[config.mk]
export PLATFORM = sky130hd
export DESIGN_NAME = hex_response_line_parser
export DESIGN_NICKNAME = d
export VERILOG_FILES = /design/src/hdl/hrlp_pkg.sv /design/src/hdl/hrlp_front.sv /design/src/hdl/hrlp_fifo.sv /design/src/hdl/hrlp_back.sv /design/src/hdl/hex_response_line_parser.sv
export SDC_FILE = /design/constraint.sdc
export NUM_CORES = 1
export LEC_CHECK = 0
export ABC_AREA = 1
export BUFFER_PORTS_ARGS = -buffer_cell sky130_fd_sc_hd__buf_2
export CAP_MARGIN = 20
export CORE_ASPECT_RATIO = 1.4
export CORE_UTILIZATION = 60
export DETAILED_ROUTE_END_ITERATION = 10
export PLACE_DENSITY = 0.79
export REMOVE_ABC_BUFFERS = 1
export SLEW_MARGIN = 20
export SYNTH_ARGS = -nofsm -noshare
export SYNTH_HDL_FRONTEND = slang
export SYNTH_HIERARCHICAL = 1
export SYNTH_SLANG_ARGS = --single-unit
[constraint.sdc]
create_clock -name i_clk -period 16.6 [get_ports i_clk]
set_input_delay 0.83 -clock i_clk [delete_from_list [all_inputs] [get_ports i_clk]]
set_output_delay 0.83 -clock i_clk [all_outputs]
set_load 0.1 [all_outputs]
[src/hdl/hrlp_pkg.sv]
`timescale 1ns / 1ps

package hrlp_pkg;

    localparam logic [1:0] KIND_WRITE_ACK = 2'd0;
    localparam logic [1:0] KIND_READ_RESP = 2'd1;
    localparam logic [1:0] KIND_INVALID   = 2'd2;
    localparam logic [1:0] KIND_NO_LINE   = 2'd3;

    localparam logic [7:0] CH_NUL = 8'h00;
    localparam logic [7:0] CH_LF  = 8'h0A;

    localparam logic [3:0] HEADER_CHARS    = 4'd8;
    localparam logic [7:0] READ_LINE_CHARS = 8'd21;
    localparam logic [7:0] DIGIT_START     = 8'd2;
    localparam logic [7:0] PREFIX_END      = 8'd5;
    localparam logic [7:0] ADDRESS_END     = 8'd13;
    localparam logic [7:0] LINE_MAX        = 8'd255;
    localparam logic [4:0] HEX_NONE        = 5'd16;

    typedef struct packed {
        logic [1:0]  kind;
        logic        header_ok;
        logic [11:0] prefix;
        logic [31:0] address;
        logic [31:0] data;
        logic [7:0]  line_chars;
        logic        is_end;
    } t_result;

    // Expected header text "success\n", one character per position
    function automatic logic [7:0] ok_text(input logic [2:0] pos);
        logic [7:0] c;
        unique case (pos)
            3'd0:    c = 8'h73;
            3'd1:    c = 8'h75;
            3'd2:    c = 8'h63;
            3'd3:    c = 8'h63;
            3'd4:    c = 8'h65;
            3'd5:    c = 8'h73;
            3'd6:    c = 8'h73;
            default: c = 8'h0A;
        endcase
        return c;
    endfunction

    function automatic logic [4:0] hex_value(input logic [7:0] c);
        logic [4:0] v;
        priority if (c >= 8'h30 && c <= 8'h39) v = 5'(c - 8'h30);
        else if (c >= 8'h61 && c <= 8'h66) v = 5'(c - 8'h61 + 8'd10);
        else if (c >= 8'h41 && c <= 8'h46) v = 5'(c - 8'h41 + 8'd10);
        else v = HEX_NONE;
        return v;
    endfunction

endpackage

[src/hdl/hrlp_front.sv]
`timescale 1ns / 1ps

module hrlp_front (
    input  logic               i_clk,
    input  logic               i_rst_n,
    input  logic               i_valid,
    input  logic [7:0]         i_ch,
    input  logic               i_full,
    output logic               o_push,
    output hrlp_pkg::t_result  o_rec
);

    logic [3:0]  r_header_pos, n_header_pos;
    logic        r_header_match, n_header_match;
    logic [7:0]  r_line_count, n_line_count;
    logic        r_bad_digit, n_bad_digit;
    logic [11:0] r_prefix_acc, n_prefix_acc;
    logic [31:0] r_address_acc, n_address_acc;
    logic [31:0] r_data_acc, n_data_acc;
    logic        r_listing_done, n_listing_done;

    logic        accept;
    logic [1:0]  line_class;
    logic [4:0]  hex_v;
    logic [3:0]  digit;

    assign accept = i_valid && !i_full;
    assign hex_v  = hrlp_pkg::hex_value(i_ch);
    assign digit  = (hex_v == hrlp_pkg::HEX_NONE) ? 4'd0 : hex_v[3:0];

    always_comb begin
        priority if (r_line_count == 8'd1) line_class = hrlp_pkg::KIND_WRITE_ACK;
        else if (r_line_count == hrlp_pkg::READ_LINE_CHARS && !r_bad_digit)
            line_class = hrlp_pkg::KIND_READ_RESP;
        else line_class = hrlp_pkg::KIND_INVALID;
    end

    always_comb begin
        n_header_pos   = r_header_pos;
        n_header_match = r_header_match;
        n_line_count   = r_line_count;
        n_bad_digit    = r_bad_digit;
        n_prefix_acc   = r_prefix_acc;
        n_address_acc  = r_address_acc;
        n_data_acc     = r_data_acc;
        n_listing_done = r_listing_done;
        o_push           = 1'b0;
        o_rec.kind       = hrlp_pkg::KIND_NO_LINE;
        o_rec.header_ok  = r_header_match && (r_header_pos == hrlp_pkg::HEADER_CHARS);
        o_rec.prefix     = r_prefix_acc;
        o_rec.address    = r_address_acc;
        o_rec.data       = r_data_acc;
        o_rec.line_chars = r_line_count;
        o_rec.is_end     = 1'b0;

        if (accept) begin
            if (r_header_pos < hrlp_pkg::HEADER_CHARS) begin
                if (i_ch == hrlp_pkg::CH_NUL) begin
                    o_push          = 1'b1;
                    o_rec.header_ok = 1'b0;
                    o_rec.is_end    = 1'b1;
                end else begin
                    if (i_ch != hrlp_pkg::ok_text(r_header_pos[2:0]))
                        n_header_match = 1'b0;
                    n_header_pos = r_header_pos + 4'd1;
                end
            end else if (i_ch == hrlp_pkg::CH_NUL) begin
                o_push       = 1'b1;
                o_rec.is_end = 1'b1;
                if (!r_listing_done && r_line_count != 8'd0) o_rec.kind = line_class;
            end else if (!r_listing_done) begin
                if (i_ch == hrlp_pkg::CH_LF) begin
                    if (r_line_count == 8'd0) begin
                        n_listing_done = 1'b1;
                    end else begin
                        o_push        = 1'b1;
                        o_rec.kind    = line_class;
                        n_line_count  = 8'd0;
                        n_bad_digit   = 1'b0;
                        n_prefix_acc  = 12'd0;
                        n_address_acc = 32'd0;
                        n_data_acc    = 32'd0;
                    end
                end else begin
                    if (r_line_count >= hrlp_pkg::DIGIT_START &&
                        r_line_count < hrlp_pkg::READ_LINE_CHARS) begin
                        if (hex_v == hrlp_pkg::HEX_NONE) n_bad_digit = 1'b1;
                        priority if (r_line_count < hrlp_pkg::PREFIX_END)
                            n_prefix_acc = {r_prefix_acc[7:0], digit};
                        else if (r_line_count < hrlp_pkg::ADDRESS_END)
                            n_address_acc = {r_address_acc[27:0], digit};
                        else
                            n_data_acc = {r_data_acc[27:0], digit};
                    end
                    if (r_line_count != hrlp_pkg::LINE_MAX)
                        n_line_count = r_line_count + 8'd1;
                end
            end

            // NUL ends the response: start over from reset values
            if (i_ch == hrlp_pkg::CH_NUL) begin
                n_header_pos   = 4'd0;
                n_header_match = 1'b1;
                n_listing_done = 1'b0;
                n_line_count   = 8'd0;
                n_bad_digit    = 1'b0;
                n_prefix_acc   = 12'd0;
                n_address_acc  = 32'd0;
                n_data_acc     = 32'd0;
            end
        end
    end

    always_ff @(posedge i_clk) begin
        if (!i_rst_n) begin
            r_header_pos   <= 4'd0;
            r_header_match <= 1'b1;
            r_line_count   <= 8'd0;
            r_bad_digit    <= 1'b0;
            r_prefix_acc   <= 12'd0;
            r_address_acc  <= 32'd0;
            r_data_acc     <= 32'd0;
            r_listing_done <= 1'b0;
        end else begin
            r_header_pos   <= n_header_pos;
            r_header_match <= n_header_match;
            r_line_count   <= n_line_count;
            r_bad_digit    <= n_bad_digit;
            r_prefix_acc   <= n_prefix_acc;
            r_address_acc  <= n_address_acc;
            r_data_acc     <= n_data_acc;
            r_listing_done <= n_listing_done;
        end
    end

endmodule

[src/hdl/hrlp_fifo.sv]
`timescale 1ns / 1ps

module hrlp_fifo #(
    parameter int DEPTH = 4
) (
    input  logic               i_clk,
    input  logic               i_rst_n,
    input  logic               i_push,
    input  hrlp_pkg::t_result  i_rec,
    input  logic               i_pop,
    output logic               o_full,
    output logic               o_nonempty,
    output hrlp_pkg::t_result  o_head
);

    localparam int AW = $clog2(DEPTH);
    localparam int CW = $clog2(DEPTH + 1);

    hrlp_pkg::t_result r_mem [DEPTH];
    logic [AW-1:0] r_wr_ptr;
    logic [AW-1:0] r_rd_ptr;
    logic [CW-1:0] r_count;

    assign o_full     = (r_count == CW'(DEPTH));
    assign o_nonempty = (r_count != CW'(0));
    assign o_head     = r_mem[r_rd_ptr];

    always_ff @(posedge i_clk) begin
        if (i_push) r_mem[r_wr_ptr] <= i_rec;
    end

    always_ff @(posedge i_clk) begin
        if (!i_rst_n) begin
            r_wr_ptr <= '0;
            r_rd_ptr <= '0;
            r_count  <= '0;
        end else begin
            if (i_push)
                r_wr_ptr <= (r_wr_ptr == AW'(DEPTH - 1)) ? '0 : r_wr_ptr + AW'(1);
            if (i_pop)
                r_rd_ptr <= (r_rd_ptr == AW'(DEPTH - 1)) ? '0 : r_rd_ptr + AW'(1);
            if (i_push && !i_pop) r_count <= r_count + CW'(1);
            else if (!i_push && i_pop) r_count <= r_count - CW'(1);
        end
    end

`ifndef SYNTHESIS
    a_count_bound: assert property (@(posedge i_clk) disable iff (!i_rst_n)
        r_count <= CW'(DEPTH))
        else $error("queue count above depth");
    a_no_overflow: assert property (@(posedge i_clk) disable iff (!i_rst_n)
        i_push |-> !o_full)
        else $error("push into full queue");
    a_no_underflow: assert property (@(posedge i_clk) disable iff (!i_rst_n)
        i_pop |-> o_nonempty)
        else $error("pop from empty queue");
`endif

endmodule

[src/hdl/hrlp_back.sv]
`timescale 1ns / 1ps

module hrlp_back (
    input  logic               i_clk,
    input  logic               i_rst_n,
    input  logic               i_nonempty,
    input  hrlp_pkg::t_result  i_head,
    output logic               o_pop,
    input  logic               i_stall,
    output logic               o_valid,
    output hrlp_pkg::t_result  o_res
);

    logic              r_valid;
    hrlp_pkg::t_result r_res;
    hrlp_pkg::t_result n_res;

    // Load a new beat when the output is empty or being taken
    assign o_pop = i_nonempty && (!r_valid || !i_stall);

    always_comb begin
        n_res = i_head;
        if (i_head.kind != hrlp_pkg::KIND_READ_RESP) begin
            n_res.prefix  = 12'd0;
            n_res.address = 32'd0;
            n_res.data    = 32'd0;
        end
        if (i_head.kind == hrlp_pkg::KIND_NO_LINE) n_res.line_chars = 8'd0;
    end

    always_ff @(posedge i_clk) begin
        if (!i_rst_n) begin
            r_valid <= 1'b0;
        end else if (o_pop) begin
            r_valid <= 1'b1;
        end else if (!i_stall) begin
            r_valid <= 1'b0;
        end
    end

    always_ff @(posedge i_clk) begin
        if (o_pop) r_res <= n_res;
    end

    assign o_valid = r_valid;
    assign o_res   = r_res;

endmodule

[src/hdl/hex_response_line_parser.sv]
`timescale 1ns / 1ps

// Channel   Direction  Handshake          Payload
// input     in         i_valid / o_stall  i_ch
// result    out        o_valid / i_stall  o_line_kind .. o_is_end
//
// One character per cycle is accepted while the result queue has room.
// A result is pushed into the result queue on its terminating character and then loaded into the output register.
// Synchronous active-low reset returns the parser to the start of a response.
// o_stall rises only when QUEUE_DEPTH results wait behind a stalled output.
module hex_response_line_parser #(
    parameter int QUEUE_DEPTH = 4
) (
    input  logic        i_clk,
    input  logic        i_rst_n,
    input  logic        i_valid,
    output logic        o_stall,
    input  logic [7:0]  i_ch,
    output logic        o_valid,
    input  logic        i_stall,
    output logic [1:0]  o_line_kind,
    output logic        o_header_ok,
    output logic [11:0] o_frame_prefix,
    output logic [31:0] o_frame_address,
    output logic [31:0] o_frame_data,
    output logic [7:0]  o_line_chars,
    output logic        o_is_end
);

    logic              full;
    logic              push;
    logic              pop;
    logic              nonempty;
    hrlp_pkg::t_result rec;
    hrlp_pkg::t_result head;
    hrlp_pkg::t_result res;

    assign o_stall = full;

    hrlp_front u_front (
        .i_clk   (i_clk),
        .i_rst_n (i_rst_n),
        .i_valid (i_valid),
        .i_ch    (i_ch),
        .i_full  (full),
        .o_push  (push),
        .o_rec   (rec)
    );

    hrlp_fifo #(
        .DEPTH (QUEUE_DEPTH)
    ) u_fifo (
        .i_clk      (i_clk),
        .i_rst_n    (i_rst_n),
        .i_push     (push),
        .i_rec      (rec),
        .i_pop      (pop),
        .o_full     (full),
        .o_nonempty (nonempty),
        .o_head     (head)
    );

    hrlp_back u_back (
        .i_clk      (i_clk),
        .i_rst_n    (i_rst_n),
        .i_nonempty (nonempty),
        .i_head     (head),
        .o_pop      (pop),
        .i_stall    (i_stall),
        .o_valid    (o_valid),
        .o_res      (res)
    );

    assign o_line_kind     = res.kind;
    assign o_header_ok     = res.header_ok;
    assign o_frame_prefix  = res.prefix;
    assign o_frame_address = res.address;
    assign o_frame_data    = res.data;
    assign o_line_chars    = res.line_chars;
    assign o_is_end        = res.is_end;

endmodule
==> results of run 1 <==
## kinds of logic (layout without fill, tap and decap cells)
group	Yosys count	in the layout	synth area share (%)
flip-flops	541	541	71.3
AO/OA/AOI/OAI	319	319	8.00
XOR/XNOR	1	1	0.0410
adder cells (fa/ha/maj)	21	21	1.26
AND/OR/NAND/NOR	755	755	14.1
buffers and inverters	247	354	5.35
## stage by stage
stage                     util (%)  std cells  total power [mW]
after floorplan                  -       1790              2.96
after global placement        63.0       2362              3.18
after detailed placement      63.0       2362              3.21
after CTS                     67.5       2447              4.31
after global routing          67.5       2447              4.45
final                         67.5       2447              4.29
## state kept, by name (all words and copies together) (netlist names), 2 cells and up, named ones only
name	cells
u_back/o_res	88
u_fifo/r_count	3
u_fifo/r_mem	352
u_fifo/r_rd_ptr	2
u_fifo/r_wr_ptr	2
u_front/r_address_acc	32
u_front/r_data_acc	32
u_front/r_header_pos	4
u_front/r_line_count	8
u_front/r_prefix_acc	12
## cells in the final DEF (no fill, tap or decap), drive strengths merged
cell,n
nor3,10
ha,20
dfxtp,101
nand4,17
o21ai,198
nor2,427
a21oi,32
clkbuf,58
fa,1
nand2,270
nand3,29
xor2,1
clkinv,20
inv,153
and2b,1
o22ai,88
nand3b,1
a41oi,1
bufinv,7
edfxtp,440
buf,116
## worst reg2reg max path: stages, from the launching register on
cell and delay (ns):
dfxtp_1 0.43, nor3_1 0.11, nor2_2 0.23, inv_1 0.09, nor2_1 0.16, nand2_1 0.07
nand2_1 0.08, nand2_2 0.09, nor2_1 0.30, nand2_1 0.16, inv_4 0.37, buf_4 0.84
## worst paths after layout
path                               start                     end  slack [ns]
setup reg to reg       u_fifo/r_count[0]     u_fifo/r_mem[0][77]       13.24
setup / recovery                 i_ch[0]     u_fifo/r_mem[0][77]       12.88
hold reg to reg   u_front/r_header_match  u_front/r_header_match        0.46
hold / removal    u_front/r_header_match  u_front/r_header_match        0.46
## per-layer routing
metal / global-route usage, % / up-vias / wire length, um / part of all wire, %
met4: 11.1 / 0 / 1370 / 3.2
met3: 2.96 / 88 / 2740 / 6.4
met2: 43.5 / 549 / 22800 / 53
met5: 0 / - / 0 / 0
met1: 27.3 / 6547 / 16000 / 37
li1: - / 6553 / - / -
## where the power goes
part	switching [mW]	total, mW	leakage [nW]	internal [mW]
sequential	0.0460	1.67	5.06	1.62
combinational	1.28	1.52	2.93	0.238
clock	0.457	1.10	0.778	0.646
total	1.79	4.29	8.76	2.51
## layout make-up
class / instances / area share (%)
Clock buffer: 58 / 5.33
Sequential cell: 541 / 64.6
Timing Repair Buffer: 116 / 2.63
Tap cell: 456 / 2.42
Inverter: 153 / 2.50
Clock inverter: 27 / 1.31
Multi-Input combinational cell: 1096 / 21.3
==> results.ini, run 1 <==
[detailed_routing]
wl_per_cell_um=17.5
viasPerCell=5.61
dr_total_vias=13737
routed_wl_mm=42.9
drtPass1Iterations=9
drtIter0Drc=1158
drc=0
drtAntennaViolNets=0

[sta]
hold_viol=0
skew_ns=0.0233
maxSlewViolCount=0
rsz0062_at_grt=no
max_freq_ghz=0.269
setup_viol=0
fin_crit_ns=3.72
fin_ws_ns=12.88
tightest_slew_ns=0.982
setup_tns_ns=0
holdWs_ns=0.461
period_share_pct=22.4
maxSlewHeadroom_pct=34.5

[yosys]
yosysMostFrequentCell=edfxtp_1
yosysSeqAreaShare_pct=71.3
async_flop_share_pct=0
avgSynthCellArea_um2=11.3
synth_cells=1884
syn-cell-area_um2=21400
ys_top_cells_by_count=edfxtp_1, nor2_1, nand2_1, inv_1, o21ai_0
yosysWarnings=6
synth_top_flop_cell=edfxtp_1
yosysUniqueCellTypes=33
ys_ff_latch=541
synth.area.top_cells=edfxtp_1, dfxtp_1, nor2_1
synth_edf_count=440
yosys.area.top_type=edfxtp_1
synth_top_area_share_pct=61.8

[worst_setup_path]
cp.required_ns=16.78
crit_chain=buf_2 -> inv_1 -> ha_1 -> nand3_1 -> nor2_1 -> nor2_4 -> buf_4 -> nor2_1 -> nand2_1 -> inv_4 -> buf_4
worstPathArrival_ns=3.90
crit_path_max_fanout=61
critPathTopFamily=buffers and inverters
r2r_cells=11
slowest_stage=buf_4
cpPeakStageDelay_ns=0.83
path_buf_inv=5
cp-end-kind=register
crit_cells=11
crit_type=primary input to register
worstSetupStartpointType=primary input

[global_routing]
grt_pass1_vias=13662
grt_max_degree=113
grt_pass1_wl_mm=67.2
grt_use_total_pct=23.7
antenna_found_initial=0
grt.overflow.total=0

[floorplanning]
start_util_pct=61.1
dieArea_um2=36400
die_x_um=162
die_y_um=225
core.rowCount=81
io_pins=102
core_um2=35000

[cells_and_area]
multi_input_area_um2=5020
nFillCells=2402
seq_area_um2=15200
drive_gt1_share_pct=11.0
antenna_cells=0
area_growth_syn_to_layout_pct=10.4
fin_nets=1987
design_area_um2=23600

[power]
power_leakage_nw=8.76
ir_drop_uv=155
powerDensity_nw_per_um2=182

[clocking]
hold_buffers=0
root_buffer=clkbuf_16
cts_resized=0
clock_latency_ns=0.57
clk_pin_slew_ns=0.06
cts.sinks=541
clk_path_buf_depth=3
cts_htree_levels=2
post_cts_buffers=0
numCtsBuffers=46
cts_tree=yes

[placed_design]
placed_area_um2=22000
port_buffers=101
place_congestion=0.855
dpl.hpwl_mm=23.4
dp_slack_ns=12.31

[status]
outcome=finished, final reports clean

[flow_run]
maxCapViolCount=0

[worst_hold_path]
min-delay-path-class=register to register
holdPathStages=2

Power figures use the tool's default switching activity.
==> run 2, diff against run 1 <==
Settings changed: CORE_UTILIZATION 60 to 55, PLACE_DENSITY 0.79 to 0.76.
Clock period 16.6 ns to 3.37 ns, I/O delays scaled along.
==> results.ini, run 2 (synthesized netlist as in run 1, its figures left out) <==
[cells_and_area]
layout_commonest_cell=edfxtp_1
area_growth_syn_to_layout_pct=12.0
final_cell_mix=edfxtp_1, nor2_1, nand2_1, inv_1, o21ai_0
antenna_cells=0  ; unchanged
top_register=u_fifo/r_mem
drive_gt1_share_pct=11.5  ; +0.48 points
largest_register_ff_count=352  ; unchanged
fin_nets=1999  ; +0.60%

[worst_setup_path]
slowest_stage=dfxtp_1
crit_path_max_fanout=26  ; -57%
cp-end-kind=register
crit_chain=nor3_1 -> nor2_2 -> inv_1 -> nor2_1 -> nand2_1 -> nand2_1 -> nand2_2 -> nor2_1 -> nand2_1 -> inv_4 -> buf_4
crit_type=register to register
cp.required_ns=3.61  ; -13.17 ns
worstPathArrival_ns=3.09  ; -0.81 ns
path_buf_inv=3  ; -2
cp_common_cell=nand2_1
critPathTopFamily=simple AND/OR/NAND/NOR gates
cpPeakStageDelay_ns=0.42  ; -0.41 ns
worstSetupStartpointType=register

[floorplanning]
dieArea_um2=39700  ; +9.0%
core_um2=38400  ; +9.8%
die_x_um=169  ; +4.4%
core.rowCount=85  ; +4.9%
start_util_pct=55.7  ; -5.5 points
io_pins=102  ; unchanged
die_y_um=235  ; +4.4%

[detailed_routing]
drtPass1Iterations=5  ; -4
viasPerCell=5.45  ; -2.9%
drtAntennaViolNets=0  ; unchanged
wl_per_cell_um=17.0  ; -3.1%
drc=0  ; unchanged
routed_wl_mm=42.9  ; about the same
dr_total_vias=13771  ; +0.25%
drtIter0Drc=1068  ; -7.8%

[global_routing]
grt.overflow.total=0  ; unchanged
grt_use_total_pct=21.9  ; -1.8 points
grt_max_degree=155  ; +37%
grt_pass1_vias=13792  ; +0.95%
grt_pass1_wl_mm=68.6  ; +2.1%
antenna_found_initial=0  ; unchanged

[sta]
tightest_slew_ns=0.995  ; +0.0124 ns
setup_viol=0  ; unchanged
skew_ns=0.0235  ; +0.000233 ns
holdWs_ns=0.0181  ; -0.443 ns
rsz0062_at_grt=no
period_share_pct=84.5
max_freq_ghz=0.351
hold_viol=0  ; unchanged
maxSlewViolCount=0  ; unchanged
fin_ws_ns=0.523  ; -12.36 ns
fin_crit_ns=2.85
maxSlewHeadroom_pct=33.7  ; -0.83 points

[worst_hold_path]
min-delay-path-class=primary input to register

[power]
powerDensity_nw_per_um2=887  ; +390%
power_leakage_nw=8.89  ; +1.5%
ir_drop_uv=726  ; +370%

[clocking]
clk_pin_slew_ns=0.06  ; about the same
clock_latency_ns=0.57  ; about the same
cts_tree=yes
clk_path_buf_depth=3  ; unchanged
cts.sinks=541  ; unchanged
cts_htree_levels=2  ; unchanged
numCtsBuffers=47  ; +2.2%
root_buffer=clkbuf_16
post_cts_buffers=0  ; unchanged

[flow_run]
maxCapViolCount=0  ; unchanged

[status]
outcome=finished, final reports clean

[placed_design]
place_congestion=0.872  ; +2.0%
port_buffers=101  ; unchanged
dpl.hpwl_mm=24.6  ; +5.0%
dp_slack_ns=0.552  ; -11.76 ns

run 2: cell types whose count changed in the layout (fill, tap and decap cells not counted), sizes merged:
cell | before | now
bufinv | 7 | 5
inv | 153 | 151
clkbuf | 58 | 66
dlygate4sd3 | 0 | 1
clkinv | 20 | 18
buf | 116 | 126
run 2: worst paths after layout:
| check | depth (start not counted) | startpoint | end | slack [ns] |
|---|---|---|---|---|
| min | 3 | i_rst_n | u_back/o_valid | 0.02 |
| max | 11 | u_fifo/r_count[0] | u_fifo/r_mem[0][84] | 0.52 |
| max reg2reg | 11 | u_fifo/r_count[0] | u_fifo/r_mem[0][84] | 0.52 |
| min reg2reg | 2 | u_front/r_bad_digit | u_front/r_bad_digit | 0.47 |
run 2: per-layer routing:
metal | up-vias | share of wire (%) | track usage, %
met5 | - | 0 | 0
met4 | 0 | 3.7 | 11.1
met3 | 107 | 5.1 | 2.54
met2 | 453 | 52 | 39.2
met1 | 6634 | 39 | 25.9
li1 | 6577 | - | -
run 2: power breakdown:
group / internal (mW) / switching, mW / leakage, nW
clock network: 3.22 / 2.27 / 0.793
registers: 7.99 / 0.316 / 5.08
logic: 1.21 / 6.23 / 3.02
run 2: metrics by stage:
stage / cells / total power [mW] / cell area (um2) / util (%) / TNS [ns]
2_1_floorplan: 1790 / 14.3 / 20800 / - / -1040.28
3_3_place_gp: 2438 / 15.8 / 22300 / 58.2 / 0
3_5_place_dp: 2438 / 15.9 / 22300 / 58.2 / 0
4_1_cts: 2526 / 21.4 / 23900 / 62.4 / 0
5_1_grt: 2526 / 22.1 / 23900 / 62.4 / 0
6_report: 2526 / 21.2 / 23900 / 62.4 / 0
run 2: final cells by class:
| class | count | area (um2) |
|---|---|---|
| fill | 2844 | 14500 |
| clock buffer | 66 | 1370 |
| sequential | 541 | 15200 |
| inverter | 153 | 591 |
| timing repair buffer | 127 | 841 |
| multi-input combinational | 1096 | 5020 |
| clock inverter | 21 | 228 |
| tap | 522 | 653 |
run 2: worst reg2reg max path, stage by stage, from the launching register on:
cell	delay, ns
dfxtp_1	0.42
nor3_1	0.10
nor2_2	0.23
inv_1	0.10
nor2_1	0.19
nand2_1	0.09
nand2_1	0.08
nand2_2	0.08
nor2_1	0.33
nand2_1	0.16
inv_4	0.35
buf_4	0.38
run 2: timing repair:
item,in CTS,in global routing
endpoints found under the hold margin,1,0
hold buffers,1,0
resized for setup,0,0
==> run 3, diff against run 2 <==
Settings changed: CORE_UTILIZATION 55 to 60, PLACE_DENSITY 0.76 to 0.79.
Clock period 3.37 ns to 2.9 ns, I/O delays scaled along.
==> results.ini, run 3 (synthesized netlist as in run 1, its figures left out) <==
[placed_design]
dp_slack_ns=0.343  ; -0.208 ns
port_buffers=101  ; unchanged
place_congestion=0.822  ; -5.8%
dpl.hpwl_mm=25.0  ; +1.7%
dp_cells=2387  ; -2.1%

[global_routing]
grt.overflow.total=0  ; unchanged
grt_pass1_vias=13681  ; -0.80%
grt_use_total_pct=24.3  ; +2.4 points
grt_max_degree=143  ; -7.7%
antenna_found_initial=0  ; unchanged
grt_pass1_wl_mm=68.8  ; +0.26%

[detailed_routing]
wl_met1_mm=16.6  ; -1.3%
viasPerCell=5.67  ; +4.1%
drc=0  ; unchanged
wl_per_cell_um=17.9  ; +5.1%
dr.max_layer_used=met4
drtIter0Drc=1274  ; +19%
wl_met3_mm=2.93  ; +34%
drtPass1Iterations=5  ; unchanged
wl_met2_mm=23.0  ; +3.4%
routed_wl_mm=44.2  ; +2.9%
dr_total_vias=14031  ; +1.9%
drtAntennaViolNets=0  ; unchanged

[worst_setup_path]
slowest_stage=dfxtp_1
critPathTopFamily=simple AND/OR/NAND/NOR gates
crit_path_max_fanout=5  ; -81%
path_buf_inv=4  ; +1
worstSetupStartpointType=register
crit_type=register to register
crit_chain=nor3_1 -> nor2_2 -> inv_1 -> nor2_1 -> nand2_1 -> nand2_1 -> nand2_2 -> nor2_2 -> ha_1 -> inv_1 -> fa_1 -> inv_1 -> nand2_1 -> nand3_1 -> nand2_1 -> inv_1 -> nor2_1
cpPeakStageDelay_ns=0.43  ; about the same
worstPathArrival_ns=2.95  ; -0.14 ns
cp-end-kind=register
cp.required_ns=3.35  ; -0.26 ns

[sta]
fin_crit_ns=2.51  ; -0.340 ns
fin_ws_ns=0.393  ; -0.130 ns
maxSlewViolCount=0  ; unchanged
hold_viol=0  ; unchanged
max_freq_ghz=0.399  ; +14%
period_share_pct=86.4  ; +2.0 points
setup_tns_ns=0  ; unchanged
skew_ns=0.0100  ; -0.0135 ns
setup_viol=0  ; unchanged
tightest_slew_ns=0.899  ; -0.0959 ns
holdWs_ns=0.0343  ; +0.0161 ns
rsz0062_at_grt=no
maxSlewHeadroom_pct=39.4  ; +5.8 points

[cells_and_area]
nFillCells=2413  ; -15%
layout.cells.non_filler=2473  ; -2.1%
final_cell_mix=edfxtp_1, nor2_1, nand2_1, inv_1, o21ai_0
largest_register_ff_count=352  ; unchanged
fin_util_pct=68.6  ; +6.3 points
antenna_cells=0  ; unchanged
drive_gt1_share_pct=11.8  ; +0.32 points
layout_commonest_cell=edfxtp_1
fin_nets=2013  ; +0.70%
area_growth_syn_to_layout_pct=12.2
top_register=u_fifo/r_mem

[flow_run]
maxCapViolCount=0  ; unchanged

[floorplanning]
core.rowCount=81  ; -4.7%
io_pins=102  ; unchanged
die_y_um=225  ; -4.2%
core_um2=35000  ; -8.9%
die_x_um=162  ; -4.2%
start_util_pct=61.1  ; +5.5 points
dieArea_um2=36400  ; -8.3%

[worst_hold_path]
min-delay-path-class=primary input to register

[clocking]
cts.sinks=541  ; unchanged
clock_latency_ns=0.55  ; -0.02 ns
clk_path_buf_depth=3  ; unchanged
cts_tree=yes
numCtsBuffers=46  ; -2.1%
root_buffer=clkbuf_16
cts_htree_levels=2  ; unchanged
clk_pin_slew_ns=0.06  ; about the same

[power]
powerDensity_nw_per_um2=1020  ; +15%
ir_drop_uv=1590  ; +120%
power_leakage_nw=8.94  ; +0.53%

[status]
outcome=finished, final reports clean

==> run 3: cell types whose count changed in the layout (fill, tap and decap cells not counted), sizes merged <==
cell	delta
inv	+2
bufinv	-1
clkinv	-5
clkbuf	+2
buf	+15
==> run 3: worst register-to-register path, cell delays in order, from the launching register on <==
cell,delay (ns)
dfxtp_1,0.43
nor3_1,0.11
nor2_2,0.23
inv_1,0.09
nor2_1,0.16
nand2_1,0.07
nand2_1,0.08
nand2_2,0.09
nor2_2,0.17
ha_1,0.20
inv_1,0.07
fa_1,0.38
inv_1,0.06
nand2_1,0.06
nand3_1,0.07
nand2_1,0.05
inv_1,0.05
nor2_1,0.03
==> run 3: worst paths after layout <==
kind	cells past startpoint	slack, ns	to	start
max	17	0.39	u_fifo/r_count[2]	u_fifo/r_count[0]
min	3	0.03	u_front/r_prefix_acc[0]	i_rst_n
max reg2reg	17	0.39	u_fifo/r_count[2]	u_fifo/r_count[0]
min reg2reg	2	0.47	u_front/r_header_match	u_front/r_header_match
==> run 3: routing by layer <==
layer  vias up  GRT usage (%)
met3       113           3.02
li1       6606              -
met2       578           44.4
met4         0           10.8
met1      6734           28.5
met5         -              0
==> run 3: power breakdown <==
part           leakage (nW)  switching, mW  total, mW  internal (mW)
Combinational          3.13           7.41       8.88           1.47
Sequential             5.08          0.242       9.52           9.28
Clock                 0.737           2.58       6.10           3.51
Total                  8.94           10.2       24.5           14.3
==> run 3: through the flow <==
stage               area (um2)  power (mW)
finish                   24000        24.5
global route             24000        25.4
CTS                      24000        24.6
detailed placement       22500        18.6
global placement         22500        18.4
floorplan                20800        16.1
==> run 3: layout make-up <==
| cell class | instances | area [um2] | area share [%] |
|---|---|---|---|
| Clock inverter | 17 | 188 | 0.782 |
| Timing Repair Buffer | 142 | 1070 | 4.44 |
| Clock buffer | 68 | 1320 | 5.49 |
| Sequential cell | 541 | 15200 | 63.5 |
| Tap cell | 456 | 571 | 2.38 |
| Multi-Input combinational cell | 1096 | 5020 | 20.9 |
| Inverter | 153 | 589 | 2.46 |
==> run 3: timing repair <==
item / 4_1_cts / 5_1_grt
hold buffers: 1 / 0
gates resized for setup: 0 / 1
endpoints found under the hold margin: 1 / 0
buffers inserted: 0 / 0
setup endpoints to repair: 0 / 1
